==> config.mk <==
export PLATFORM = sky130hd
export DESIGN_NAME = json_stream_writer_core
export DESIGN_NICKNAME = d
export VERILOG_FILES = /design/src/design/jsw_pkg.sv /design/src/design/json_stream_writer_core.sv /design/src/design/jsw_front.sv /design/src/design/jsw_queue.sv /design/src/design/jsw_back.sv
export VERILOG_INCLUDE_DIRS = /design/src /design/src/design
export SDC_FILE = /design/constraint.sdc
export NUM_CORES = 1
export LEC_CHECK = 0
export ABC_AREA = 1
export BUFFER_PORTS_ARGS = -buffer_cell sky130_fd_sc_hd__buf_2
export CAP_MARGIN = 10
export CORE_UTILIZATION = 40
export DETAILED_ROUTE_END_ITERATION = 10
export PLACE_DENSITY_LB_ADDON = 0.2
export SYNTH_ARGS = -nofsm -noshare
export SYNTH_HDL_FRONTEND = slang
export SYNTH_SLANG_ARGS = --single-unit
==> constraint.sdc <==
create_clock -name clk -period 12.6 [get_ports clk]
set_input_delay 3.78 -clock clk [delete_from_list [all_inputs] [get_ports clk]]
set_output_delay 3.78 -clock clk [all_outputs]
set_load 0.03 [all_outputs]
==> src/design/json_stream_writer_core_defines.svh <==
// assertion helpers
`ifndef JSON_STREAM_WRITER_CORE_DEFINES_SVH
`define JSON_STREAM_WRITER_CORE_DEFINES_SVH
`ifndef NO_ASSERTIONS
`define JSW_ASSERT(lbl, expr) \
	lbl: assert property (@(posedge clk) disable iff (!arst_n) (expr)) \
	else $error("json writer check failed");
`define JSW_ASSERT_IMP(lbl, ante, cons) \
	lbl: assert property (@(posedge clk) disable iff (!arst_n) (ante) |-> (cons)) \
	else $error("json writer check failed");
`else
`define JSW_ASSERT(lbl, expr)
`define JSW_ASSERT_IMP(lbl, ante, cons)
`endif
`endif

==> src/design/jsw_pkg.sv <==
package jsw_pkg;
	localparam int MAX_DEPTH_DEF = 8;
	localparam int INDENT_STEP_DEF = 4;
	localparam int IND_W = 6;
	localparam int INT_DIG = 20;

	typedef logic [3:0] mode_t;
	localparam mode_t MODE_OPEN_OBJ  = 4'd0;
	localparam mode_t MODE_CLOSE_OBJ = 4'd1;
	localparam mode_t MODE_OPEN_ARR  = 4'd2;
	localparam mode_t MODE_CLOSE_ARR = 4'd3;
	localparam mode_t MODE_KEY       = 4'd4;
	localparam mode_t MODE_STR       = 4'd5;
	localparam mode_t MODE_RAW       = 4'd6;
	localparam mode_t MODE_INT       = 4'd7;
	localparam mode_t MODE_BOOL      = 4'd8;
	localparam mode_t MODE_NULL      = 4'd9;

	typedef logic [2:0] status_t;
	localparam status_t ST_OK          = 3'd0;
	localparam status_t ST_KEY_NO_OBJ  = 3'd1;
	localparam status_t ST_CLOSE_EMPTY = 3'd2;
	localparam status_t ST_MISMATCH    = 3'd3;
	localparam status_t ST_SECOND_ROOT = 3'd4;
	localparam status_t ST_TOO_DEEP    = 3'd5;

	typedef enum logic [2:0] {BODY_NONE, BODY_BYTE, BODY_ESC, BODY_INT, BODY_LIT} body_t;
	typedef enum logic [1:0] {POST_NONE, POST_QUOTE, POST_KEY} post_t;
	typedef enum logic [1:0] {LIT_TRUE, LIT_FALSE, LIT_NULL} lit_t;

	typedef struct packed {
		mode_t              mode;
		logic [7:0]         text_byte;
		logic               has_byte;
		logic               first_of_text;
		logic               end_of_text;
		logic               escape_key;
		logic signed [63:0] int_value;
		logic               bool_value;
	} in_t;

	typedef struct packed {
		logic [7:0] out_byte;
		logic       byte_valid;
		logic       last_result;
		status_t    status;
		logic       complete;
	} out_t;

	typedef struct packed {
		logic             comma;
		logic             newline;
		logic [IND_W-1:0] indent;
		logic             pre_en;
		logic [7:0]       pre_ch;
		body_t            body;
		logic [7:0]       text_byte;
		lit_t             lit;
		logic [63:0]      int_value;
		post_t            post;
		logic             space;
		status_t          status;
		logic             complete;
		logic             empty;
	} cmd_t;

	function automatic logic [7:0] esc_letter(input logic [7:0] c);
		logic [7:0] e;
		unique case (c)
			8'h22: e = 8'h22;
			8'h5c: e = 8'h5c;
			8'h2f: e = 8'h2f;
			8'h08: e = 8'h62;
			8'h0c: e = 8'h66;
			8'h0a: e = 8'h6e;
			8'h0d: e = 8'h72;
			8'h09: e = 8'h74;
			default: e = 8'h00;
		endcase
		return e;
	endfunction

	function automatic logic [7:0] lit_char(input lit_t sel, input logic [2:0] idx);
		logic [39:0] s;
		unique case (sel)
			LIT_TRUE:  s = {"true", 8'h00};
			LIT_FALSE: s = "false";
			default:   s = {"null", 8'h00};
		endcase
		return s[8'(39 - 8 * idx) -: 8];
	endfunction

	function automatic logic lit_end(input lit_t sel, input logic [2:0] idx);
		return (sel == LIT_FALSE) ? (idx == 3'd4) : (idx == 3'd3);
	endfunction
endpackage

==> src/design/json_stream_writer_core.sv <==
// channel   dir  handshake           payload
// in        in   in_valid/in_stall   in_data  (in_t, one token)
// out       out  out_valid/out_stall out_data (out_t, one byte or status word)
// cfg       in   cfg_wr_en           cfg_wr_data (pretty layout)
// Front classifies a token combinationally and queues a command (4 deep).
// Back walks seven fixed slots per token (idle, comma, newline, prefix, body, suffix, end);
// indentation adds a slot per space plus one, literals a slot per letter, escape/colon/space
// one each, integers a BCD conversion and a digit scan. A status-only word goes idle to status.
// in_stall rises when the command queue is full; out_stall holds the back.
// Reset clears stack, flags and queue at once; no clearing pass.
`include "json_stream_writer_core_defines.svh"
module json_stream_writer_core import jsw_pkg::*; #(
	parameter int MAX_DEPTH = MAX_DEPTH_DEF,
	parameter int INDENT_STEP = INDENT_STEP_DEF
) (
	input  logic clk,
	input  logic arst_n,
	input  logic cfg_wr_en,
	input  logic cfg_wr_data,
	input  logic in_valid,
	output logic in_stall,
	input  in_t  in_data,
	output logic out_valid,
	input  logic out_stall,
	output out_t out_data
);
	cmd_t cmd, head;
	logic take, full, empty, pop;

	assign in_stall = full;
	assign take = in_valid && !full;

	jsw_front #(.MAX_DEPTH(MAX_DEPTH), .INDENT_STEP(INDENT_STEP)) u_front (
		.clk(clk), .arst_n(arst_n), .cfg_wr_en(cfg_wr_en), .cfg_wr_data(cfg_wr_data),
		.take(take), .item(in_data), .cmd(cmd)
	);

	jsw_queue u_queue (
		.clk(clk), .arst_n(arst_n), .push(take), .push_data(cmd), .pop(pop),
		.head(head), .full(full), .empty(empty)
	);

	jsw_back u_back (
		.clk(clk), .arst_n(arst_n), .q_empty(empty), .q_head(head), .q_pop(pop),
		.out_valid(out_valid), .out_stall(out_stall), .out_data(out_data)
	);

	`JSW_ASSERT_IMP(a_stat_last, out_valid && !out_data.byte_valid, out_data.last_result)
	`JSW_ASSERT_IMP(a_err_nobyte, out_valid && out_data.status != ST_OK, !out_data.byte_valid)
	`JSW_ASSERT_IMP(a_done_ok, out_valid && out_data.complete, out_data.status == ST_OK)
	`JSW_ASSERT_IMP(a_pop_nonempty, pop, !empty)
endmodule

==> src/design/jsw_front.sv <==
module jsw_front import jsw_pkg::*; #(
	parameter int MAX_DEPTH = MAX_DEPTH_DEF,
	parameter int INDENT_STEP = INDENT_STEP_DEF
) (
	input  logic clk,
	input  logic arst_n,
	input  logic cfg_wr_en,
	input  logic cfg_wr_data,
	input  logic take,
	input  in_t  item,
	output cmd_t cmd
);
	localparam int DW = $clog2(MAX_DEPTH + 1);
	localparam int IW = (MAX_DEPTH > 1) ? $clog2(MAX_DEPTH) : 1;
	localparam logic [IND_W:0] IND_MAX = (IND_W + 1)'(MAX_DEPTH * INDENT_STEP);
	localparam logic [IND_W:0] STEP = (IND_W + 1)'(INDENT_STEP);

	logic                 pretty_q;
	logic [MAX_DEPTH-1:0] arr_q, hv_q, arr_n, hv_n;
	logic [DW-1:0]        depth_q, depth_n;
	logic [IND_W-1:0]     ind_q, ind_n;
	logic                 root_q, root_n, err_q, err_n, td_q, td_n;
	logic [IW-1:0]        top;
	logic                 in_obj;
	status_t              tv_st, st;
	logic [IND_W:0]       ind_up;
	logic                 dropped;

	assign top = IW'(depth_q - DW'(1));
	assign in_obj = depth_q != '0;
	assign tv_st = (!in_obj && root_q) ? ST_SECOND_ROOT : ST_OK;
	assign ind_up = {1'b0, ind_q} + STEP;

	always_comb begin
		arr_n = arr_q;
		hv_n = hv_q;
		depth_n = depth_q;
		ind_n = ind_q;
		root_n = root_q;
		td_n = td_q;
		st = ST_OK;
		dropped = 1'b0;
		cmd = '0;
		cmd.indent = ind_q;
		cmd.text_byte = item.text_byte;
		cmd.int_value = item.int_value;
		cmd.space = pretty_q;
		cmd.lit = (item.mode == MODE_NULL) ? LIT_NULL : (item.bool_value ? LIT_TRUE : LIT_FALSE);
		priority if (item.mode <= MODE_CLOSE_ARR) begin
			td_n = 1'b0;
			if (item.mode == MODE_OPEN_OBJ || item.mode == MODE_OPEN_ARR) begin
				if (depth_q >= DW'(MAX_DEPTH)) begin
					st = ST_TOO_DEEP;
				end else begin
					st = tv_st;
					if (st == ST_OK) begin
						if (in_obj) begin
							cmd.comma = arr_q[top] & hv_q[top];
							cmd.newline = arr_q[top] & pretty_q;
							hv_n[top] = 1'b1;
						end else begin
							root_n = 1'b1;
						end
						arr_n[depth_q[IW-1:0]] = item.mode == MODE_OPEN_ARR;
						hv_n[depth_q[IW-1:0]] = 1'b0;
						depth_n = depth_q + DW'(1);
						cmd.pre_en = 1'b1;
						cmd.pre_ch = (item.mode == MODE_OPEN_ARR) ? 8'h5b : 8'h7b;
						ind_n = (ind_up > IND_MAX) ? IND_MAX[IND_W-1:0] : ind_up[IND_W-1:0];
					end
				end
			end else begin
				if (!in_obj) begin
					st = ST_CLOSE_EMPTY;
				end else begin
					depth_n = depth_q - DW'(1);
					if (arr_q[top] != (item.mode == MODE_CLOSE_ARR)) begin
						st = ST_MISMATCH;
					end else begin
						ind_n = ({1'b0, ind_q} >= STEP) ? IND_W'({1'b0, ind_q} - STEP) : '0;
						cmd.indent = ind_n;
						cmd.newline = pretty_q & hv_q[top];
						cmd.pre_en = 1'b1;
						cmd.pre_ch = (item.mode == MODE_CLOSE_ARR) ? 8'h5d : 8'h7d;
					end
				end
			end
		end else if (item.mode <= MODE_RAW) begin
			if (item.first_of_text) begin
				if (item.mode == MODE_KEY) begin
					if (!in_obj || arr_q[top]) begin
						st = ST_KEY_NO_OBJ;
					end else begin
						cmd.comma = hv_q[top];
						cmd.newline = pretty_q;
						cmd.pre_en = 1'b1;
						cmd.pre_ch = 8'h22;
					end
				end else begin
					st = tv_st;
					if (st == ST_OK) begin
						if (in_obj) begin
							cmd.comma = arr_q[top] & hv_q[top];
							cmd.newline = arr_q[top] & pretty_q;
							hv_n[top] = 1'b1;
						end else begin
							root_n = 1'b1;
						end
						cmd.pre_en = item.mode == MODE_STR;
						cmd.pre_ch = 8'h22;
					end
				end
				dropped = st != ST_OK;
			end else begin
				dropped = td_q;
			end
			if (!dropped) begin
				if (item.has_byte)
					cmd.body = (item.mode == MODE_STR || (item.mode == MODE_KEY && item.escape_key))
						? BODY_ESC : BODY_BYTE;
				if (item.end_of_text)
					cmd.post = (item.mode == MODE_KEY) ? POST_KEY :
						((item.mode == MODE_STR) ? POST_QUOTE : POST_NONE);
			end
			td_n = dropped & ~item.end_of_text;
		end else if (item.mode <= MODE_NULL) begin
			td_n = 1'b0;
			st = tv_st;
			if (st == ST_OK) begin
				if (in_obj) begin
					cmd.comma = arr_q[top] & hv_q[top];
					cmd.newline = arr_q[top] & pretty_q;
					hv_n[top] = 1'b1;
				end else begin
					root_n = 1'b1;
				end
				cmd.body = (item.mode == MODE_INT) ? BODY_INT : BODY_LIT;
			end
		end else begin
			// spare modes: no state change, plain status word
			td_n = td_q;
		end
		err_n = err_q | (st != ST_OK);
		cmd.status = st;
		cmd.complete = !err_n && depth_n == '0 && root_n;
		cmd.empty = !(cmd.comma || cmd.newline || cmd.pre_en || cmd.body != BODY_NONE ||
			cmd.post != POST_NONE);
	end

	always_ff @(posedge clk or negedge arst_n) begin
		if (!arst_n) begin
			pretty_q <= 1'b0;
			arr_q <= '0;
			hv_q <= '0;
			depth_q <= '0;
			ind_q <= '0;
			root_q <= 1'b0;
			err_q <= 1'b0;
			td_q <= 1'b0;
		end else begin
			if (cfg_wr_en)
				pretty_q <= cfg_wr_data;
			if (take) begin
				arr_q <= arr_n;
				hv_q <= hv_n;
				depth_q <= depth_n;
				ind_q <= ind_n;
				root_q <= root_n;
				err_q <= err_n;
				td_q <= td_n;
			end
		end
	end
endmodule

==> src/design/jsw_queue.sv <==
module jsw_queue import jsw_pkg::*; (
	input  logic clk,
	input  logic arst_n,
	input  logic push,
	input  cmd_t push_data,
	input  logic pop,
	output cmd_t head,
	output logic full,
	output logic empty
);
	cmd_t       mem_q [4];
	logic [1:0] wr_q, rd_q;
	logic [2:0] cnt_q;

	assign full = cnt_q == 3'd4;
	assign empty = cnt_q == 3'd0;
	assign head = mem_q[rd_q];

	always_ff @(posedge clk) begin
		if (push)
			mem_q[wr_q] <= push_data;
	end

	always_ff @(posedge clk or negedge arst_n) begin
		if (!arst_n) begin
			wr_q <= '0;
			rd_q <= '0;
			cnt_q <= '0;
		end else begin
			if (push)
				wr_q <= wr_q + 2'd1;
			if (pop)
				rd_q <= rd_q + 2'd1;
			cnt_q <= cnt_q + 3'(push) - 3'(pop);
		end
	end
endmodule

==> src/design/jsw_back.sv <==
module jsw_back import jsw_pkg::*; (
	input  logic clk,
	input  logic arst_n,
	input  logic q_empty,
	input  cmd_t q_head,
	output logic q_pop,
	output logic out_valid,
	input  logic out_stall,
	output out_t out_data
);
	typedef enum logic [3:0] {
		S_IDLE, S_COMMA, S_NL, S_SP, S_PRE, S_BODY, S_ESC2, S_LIT, S_CONV, S_DIG,
		S_POST, S_COLON, S_SPC, S_END, S_STAT
	} state_t;

	state_t           state_q;
	cmd_t             c_q;
	logic [IND_W-1:0] cnt_q;
	logic [2:0]       lidx_q;
	logic [5:0]       conv_q;
	logic [4:0]       didx_q;
	logic             started_q;
	logic [63:0]      mag_q;
	logic [4*INT_DIG-1:0] bcd_q;
	logic             h_valid_q;
	logic [7:0]       h_byte_q;
	logic             push_ok;
	logic [4*INT_DIG-1:0] bcd_adj;
	logic [3:0]       dig;

	assign push_ok = !out_valid || !out_stall;
	assign q_pop = state_q == S_IDLE && !q_empty && push_ok;
	assign dig = bcd_q[4 * didx_q +: 4];

	always_comb begin
		for (int i = 0; i < INT_DIG; i++)
			bcd_adj[4 * i +: 4] = (bcd_q[4 * i +: 4] >= 4'd5) ?
				bcd_q[4 * i +: 4] + 4'd3 : bcd_q[4 * i +: 4];
	end

	always_ff @(posedge clk or negedge arst_n) begin
		logic       em;
		logic [7:0] e;
		logic       ov;
		if (!arst_n) begin
			state_q <= S_IDLE;
			out_valid <= 1'b0;
			h_valid_q <= 1'b0;
		end else begin
			em = 1'b0;
			e = 8'h00;
			// a stalled word stays, a drained one clears
			ov = out_valid && out_stall;
			if (push_ok) begin
				unique case (state_q)
					S_IDLE: begin
						if (!q_empty) begin
							c_q <= q_head;
							state_q <= q_head.empty ? S_STAT : S_COMMA;
						end
					end
					S_COMMA: begin
						em = c_q.comma;
						e = 8'h2c;
						state_q <= S_NL;
					end
					S_NL: begin
						if (c_q.newline) begin
							em = 1'b1;
							e = 8'h0a;
							cnt_q <= c_q.indent;
							state_q <= S_SP;
						end else begin
							state_q <= S_PRE;
						end
					end
					S_SP: begin
						if (cnt_q == '0) begin
							state_q <= S_PRE;
						end else begin
							em = 1'b1;
							e = 8'h20;
							cnt_q <= cnt_q - IND_W'(1);
						end
					end
					S_PRE: begin
						em = c_q.pre_en;
						e = c_q.pre_ch;
						state_q <= S_BODY;
					end
					S_BODY: begin
						unique case (c_q.body)
							BODY_BYTE: begin
								em = 1'b1;
								e = c_q.text_byte;
								state_q <= S_POST;
							end
							BODY_ESC: begin
								em = 1'b1;
								if (esc_letter(c_q.text_byte) != 8'h00) begin
									e = 8'h5c;
									state_q <= S_ESC2;
								end else begin
									e = c_q.text_byte;
									state_q <= S_POST;
								end
							end
							BODY_LIT: begin
								lidx_q <= '0;
								state_q <= S_LIT;
							end
							BODY_INT: begin
								em = c_q.int_value[63];
								e = 8'h2d;
								mag_q <= c_q.int_value[63] ? ~c_q.int_value + 64'd1 : c_q.int_value;
								bcd_q <= '0;
								conv_q <= '0;
								state_q <= S_CONV;
							end
							default: state_q <= S_POST;
						endcase
					end
					S_ESC2: begin
						em = 1'b1;
						e = esc_letter(c_q.text_byte);
						state_q <= S_POST;
					end
					S_LIT: begin
						em = 1'b1;
						e = lit_char(c_q.lit, lidx_q);
						lidx_q <= lidx_q + 3'd1;
						if (lit_end(c_q.lit, lidx_q))
							state_q <= S_POST;
					end
					S_CONV: begin
						{bcd_q, mag_q} <= {bcd_adj[4*INT_DIG-2:0], mag_q, 1'b0};
						conv_q <= conv_q + 6'd1;
						if (conv_q == 6'd63) begin
							didx_q <= 5'(INT_DIG - 1);
							started_q <= 1'b0;
							state_q <= S_DIG;
						end
					end
					S_DIG: begin
						if (dig != 4'd0 || started_q || didx_q == '0) begin
							em = 1'b1;
							e = {4'h3, dig};
							started_q <= 1'b1;
						end
						if (didx_q == '0)
							state_q <= S_POST;
						else
							didx_q <= didx_q - 5'd1;
					end
					S_POST: begin
						unique case (c_q.post)
							POST_QUOTE: begin
								em = 1'b1;
								e = 8'h22;
								state_q <= S_END;
							end
							POST_KEY: begin
								em = 1'b1;
								e = 8'h22;
								state_q <= S_COLON;
							end
							default: state_q <= S_END;
						endcase
					end
					S_COLON: begin
						em = 1'b1;
						e = 8'h3a;
						state_q <= c_q.space ? S_SPC : S_END;
					end
					S_SPC: begin
						em = 1'b1;
						e = 8'h20;
						state_q <= S_END;
					end
					S_END: begin
						ov = 1'b1;
						out_data <= '{out_byte: h_byte_q, byte_valid: 1'b1, last_result: 1'b1,
							status: ST_OK, complete: c_q.complete};
						h_valid_q <= 1'b0;
						state_q <= S_IDLE;
					end
					S_STAT: begin
						ov = 1'b1;
						out_data <= '{out_byte: 8'h00, byte_valid: 1'b0, last_result: 1'b1,
							status: c_q.status, complete: c_q.complete};
						state_q <= S_IDLE;
					end
					default: state_q <= S_IDLE;
				endcase
				if (em) begin
					if (h_valid_q) begin
						ov = 1'b1;
						out_data <= '{out_byte: h_byte_q, byte_valid: 1'b1, last_result: 1'b0,
							status: ST_OK, complete: c_q.complete};
					end
					h_valid_q <= 1'b1;
					h_byte_q <= e;
				end
			end
			out_valid <= ov;
		end
	end
endmodule

==> flow_summary.ini <==
[clock_network]
ctsHoldBuffers = 0
path_clk_slew_ps = 60
clkLatencyLatePin_ps = 630
clkSinkCount = 719
h-tree-depth = 3
cts_tree = done
post-cts-setup-buffers = 0
cts_root_buf = clkbuf_16
numCtsBuffers = 79
ctsLongestPathBuffers = 3
cts-resized-gates = 0

[worst_setup_path]
rrSetupSlack_ps = 8060
crit_family = simple AND/OR/NAND/NOR gates
endpoint = u_queue.mem_q[3][97]$_DFFE_PP_
start_kind = primary input
worst-r2r-cell-count = 15
r2r-start = u_front.depth_q[0]$_DFFE_PN0P_
worstPathCellList = buf_2 -> nor2_2 -> nand2_1 -> ha_1 -> nor2_1 -> nand2_1 -> nor2_1 -> inv_1 -> o21ai_0
cp_slowest_cell = nor2_2
cp.arrival_ps = 6330
crit_path_max_fanout = 15
critPathCaptureType = flop
worst_path_largest_cell_delay_ps = 550
crit_required_ps = 12980
critPathKind = primary input to flop
worst-path-stages = 9
critPathLaunch = in_data[79]
crit_buf_inv = 2
r2r_end = u_queue.mem_q[3][97]$_DFFE_PP_

[synth]
yosys.area_share.simple_pct = 15.8
synth_edf_count = 676
ys_types = 55
synth.mux.area_fraction_pct = 0
synthAdderAreaFrac_pct = 2.32
synthXorXnorAreaFrac_pct = 1.66
synth_compound_area_share_pct = 11.6
synth_top_family_by_area = simple AND/OR/NAND/NOR gates
syn_avg_cell_area_sq_um = 10.3
ys.flop_type = edfxtp_1
synth.cell_area_sq_um = 33700
ys_seq_elements = 719
synth_nets = 3435
async_reset_ff_share_pct = 5.98
yosys_warnings = 0
netlist_instances = 3286
seq_area_frac_synth_pct = 63.4
yosys.area.top_type_share_pct = 60.2
synth.area.top_cells = edfxtp_1 60%, nand2_1 5.6%, o21ai_0 5.6%
yosysTopAreaCell = edfxtp_1

[timing]
rsz0062_at_grt = no
setup_viol = 0
setup_tns_ps = 0
timing.final.ws_setup_ps = 6660
slew_headroom_pct = 28.4
hold_viol = 0
slew_violations = 0
fin_crit_ps = 5940
worst-slew-pin-transition_ps = 1070
fin_crit_sh_pct = 47.2
fin_worst_skew_ps = 22.0
fmaxAchievable_mhz = 168

[grt]
grt_max_degree = 151
antenna_found_initial = 5
grt_pass1_wl_mm = 124
first_global_vias = 22491
track_usage_pct = 18.3
globalRoute.totalOverflow = 0

[placed_design]
place_area_sq_um = 35300
place.gp.congestion = 0.908
io_buffers = 102
hpwl_mm = 50.2
pre_cts_slack_ps = 5970

[floorplanning]
die_y_um = 292
coreArea_sq_um = 83600
boundaryPins = 103
dieArea_sq_um = 85400
start_util_pct = 40.3
die_w_um = 292
placementRows = 106

[route]
wl_mm = 78.5
drtIter0Drc = 1614
post_drt_via_cell_ratio = 5.22
wire_per_inst_um = 17.4
final_antenna_net_count = 0
vias = 23548
drcViolationCount = 0
firstDrtPassIters = 7

[final_layout]
area_growth_pct = 12.3
drive_gt1_share_pct = 8.68
final_common_cell = edfxtp_1
nets = 3520
fin_area_sq_um = 37900
mostFrequentLayoutCells = 676 x edfxtp_1, 504 x nand2_1, 486 x nor2_1

[run_status]
status = finished clean

[pwr]
peakVddDrop_mv = 0.128
power-per-cell-area_nw_per_um2 = 216
leakagePower_nw = 14.1

[min_path]
worstHoldStart = u_front.arr_q[3]$_DFFE_PN0P_
hp-class = flop to flop

[run]
maxCapViolCount = 0
[routing by layer]
layer  vias up  track usage [%]  part of all wire [%]
li1      11665                -                     -
met1     11263             26.2                    47
met2       503             29.0                    46
met3       113             2.56                   5.0
met4         4             5.29                   1.9
met5         -                0                 0.027
[cell usage after synthesis, types with 2 or more instances]
cell type,count
edfxtp_1,676
nand2_1,504
nor2_1,491
o21ai_0,377
inv_1,314
a21oi_1,136
nand3_1,128
o22ai_1,98
clkbuf_1,88
ha_1,61
nor3_1,58
xor2_1,54
nand4_1,46
dfrtp_1,43
a31oi_1,35
buf_2,22
nor4_1,14
or2_2,13
o31ai_1,12
a211oi_1,11
o211ai_1,10
o21ai_1,10
xnor2_1,10
inv_2,8
buf_1,7
a221oi_1,6
nor2_2,6
buf_4,5
clkinv_1,4
nor2_4,4
a22oi_1,3
buf_6,3
nor3b_1,3
nand2_2,2
nand3_2,2
nand3b_1,2
o221ai_1,2
[worst register-to-register path, stage by stage, from the launching register on]
cell and delay (ps):
dfrtp_1 840, clkinv_1 480, ha_1 380, nand2_2 120
nand2_1 110, nand2_1 130, nor2_1 60, nor2_1 290
nand2_1 120, inv_1 80, ha_1 250, nor2_1 160
nand2_1 110, nor2_1 540, inv_1 190, o21ai_0 420
[logic make-up after synthesis]
| kind of cell | after synthesis |
|---|---|
| buf+inv | 452 |
| flops | 719 |
| xor+xnor | 64 |
| simple gates | 1278 |
| compound gates | 711 |
| fa+ha+maj | 62 |
[sequential cells by signal, indices dropped and copies added (netlist names), 8 cells and up]
| register | cells |
|---|---|
| u_back.mag_q | 64 |
| u_back.h_byte_q | 8 |
| u_back.bcd_q | 80 |
| u_front.hv_q | 8 |
| u_front.arr_q | 8 |
| u_back.out_data | 14 |
| u_queue.mem_q | 392 |
| u_back.c_q | 97 |
[metrics by stage]
step	hold slack (ps)	cells	utilization, %	total power, mW
detailed placement	476	4370	42.3	5.99
global placement	479	4370	42.3	5.96
finish	490	4515	45.3	8.18
floorplan	434	3286	-	5.24
global route	522	4514	45.3	8.67
CTS	491	4513	45.3	8.26
[layout make-up]
type / count / area [sq um]
inverter: 326 / 1230
timing repair buffer: 130 / 733
antenna: 2 / 5.00
clock inverter: 53 / 495
tap: 1080 / 1350
sequential: 719 / 21400
fill: 7905 / 45700
multi-input combinational: 2115 / 10600
clock buffer: 90 / 2040
[where the power goes]
group          switching, mW  internal [mW]  leakage [nW]
registers              0.249           3.33          6.73
clock network          0.948           1.31          1.24
logic                   1.69          0.652          6.14
[how the worst min path moves through the flow]
stage | endpoint | slack (ps) | cells past startpoint
after global routing | u_front.err_q$_DFFE_PN0P_ | 520 | 2
after global placement | u_front.arr_q[3]$_DFFE_PN0P_ | 480 | 2
after CTS | u_front.arr_q[3]$_DFFE_PN0P_ | 490 | 2
final | u_front.arr_q[3]$_DFFE_PN0P_ | 490 | 2
after floorplan | u_front.err_q$_DFFE_PN0P_ | 430 | 2
after detailed placement | u_front.arr_q[3]$_DFFE_PN0P_ | 480 | 2
(Power assumes the default switching activity.)
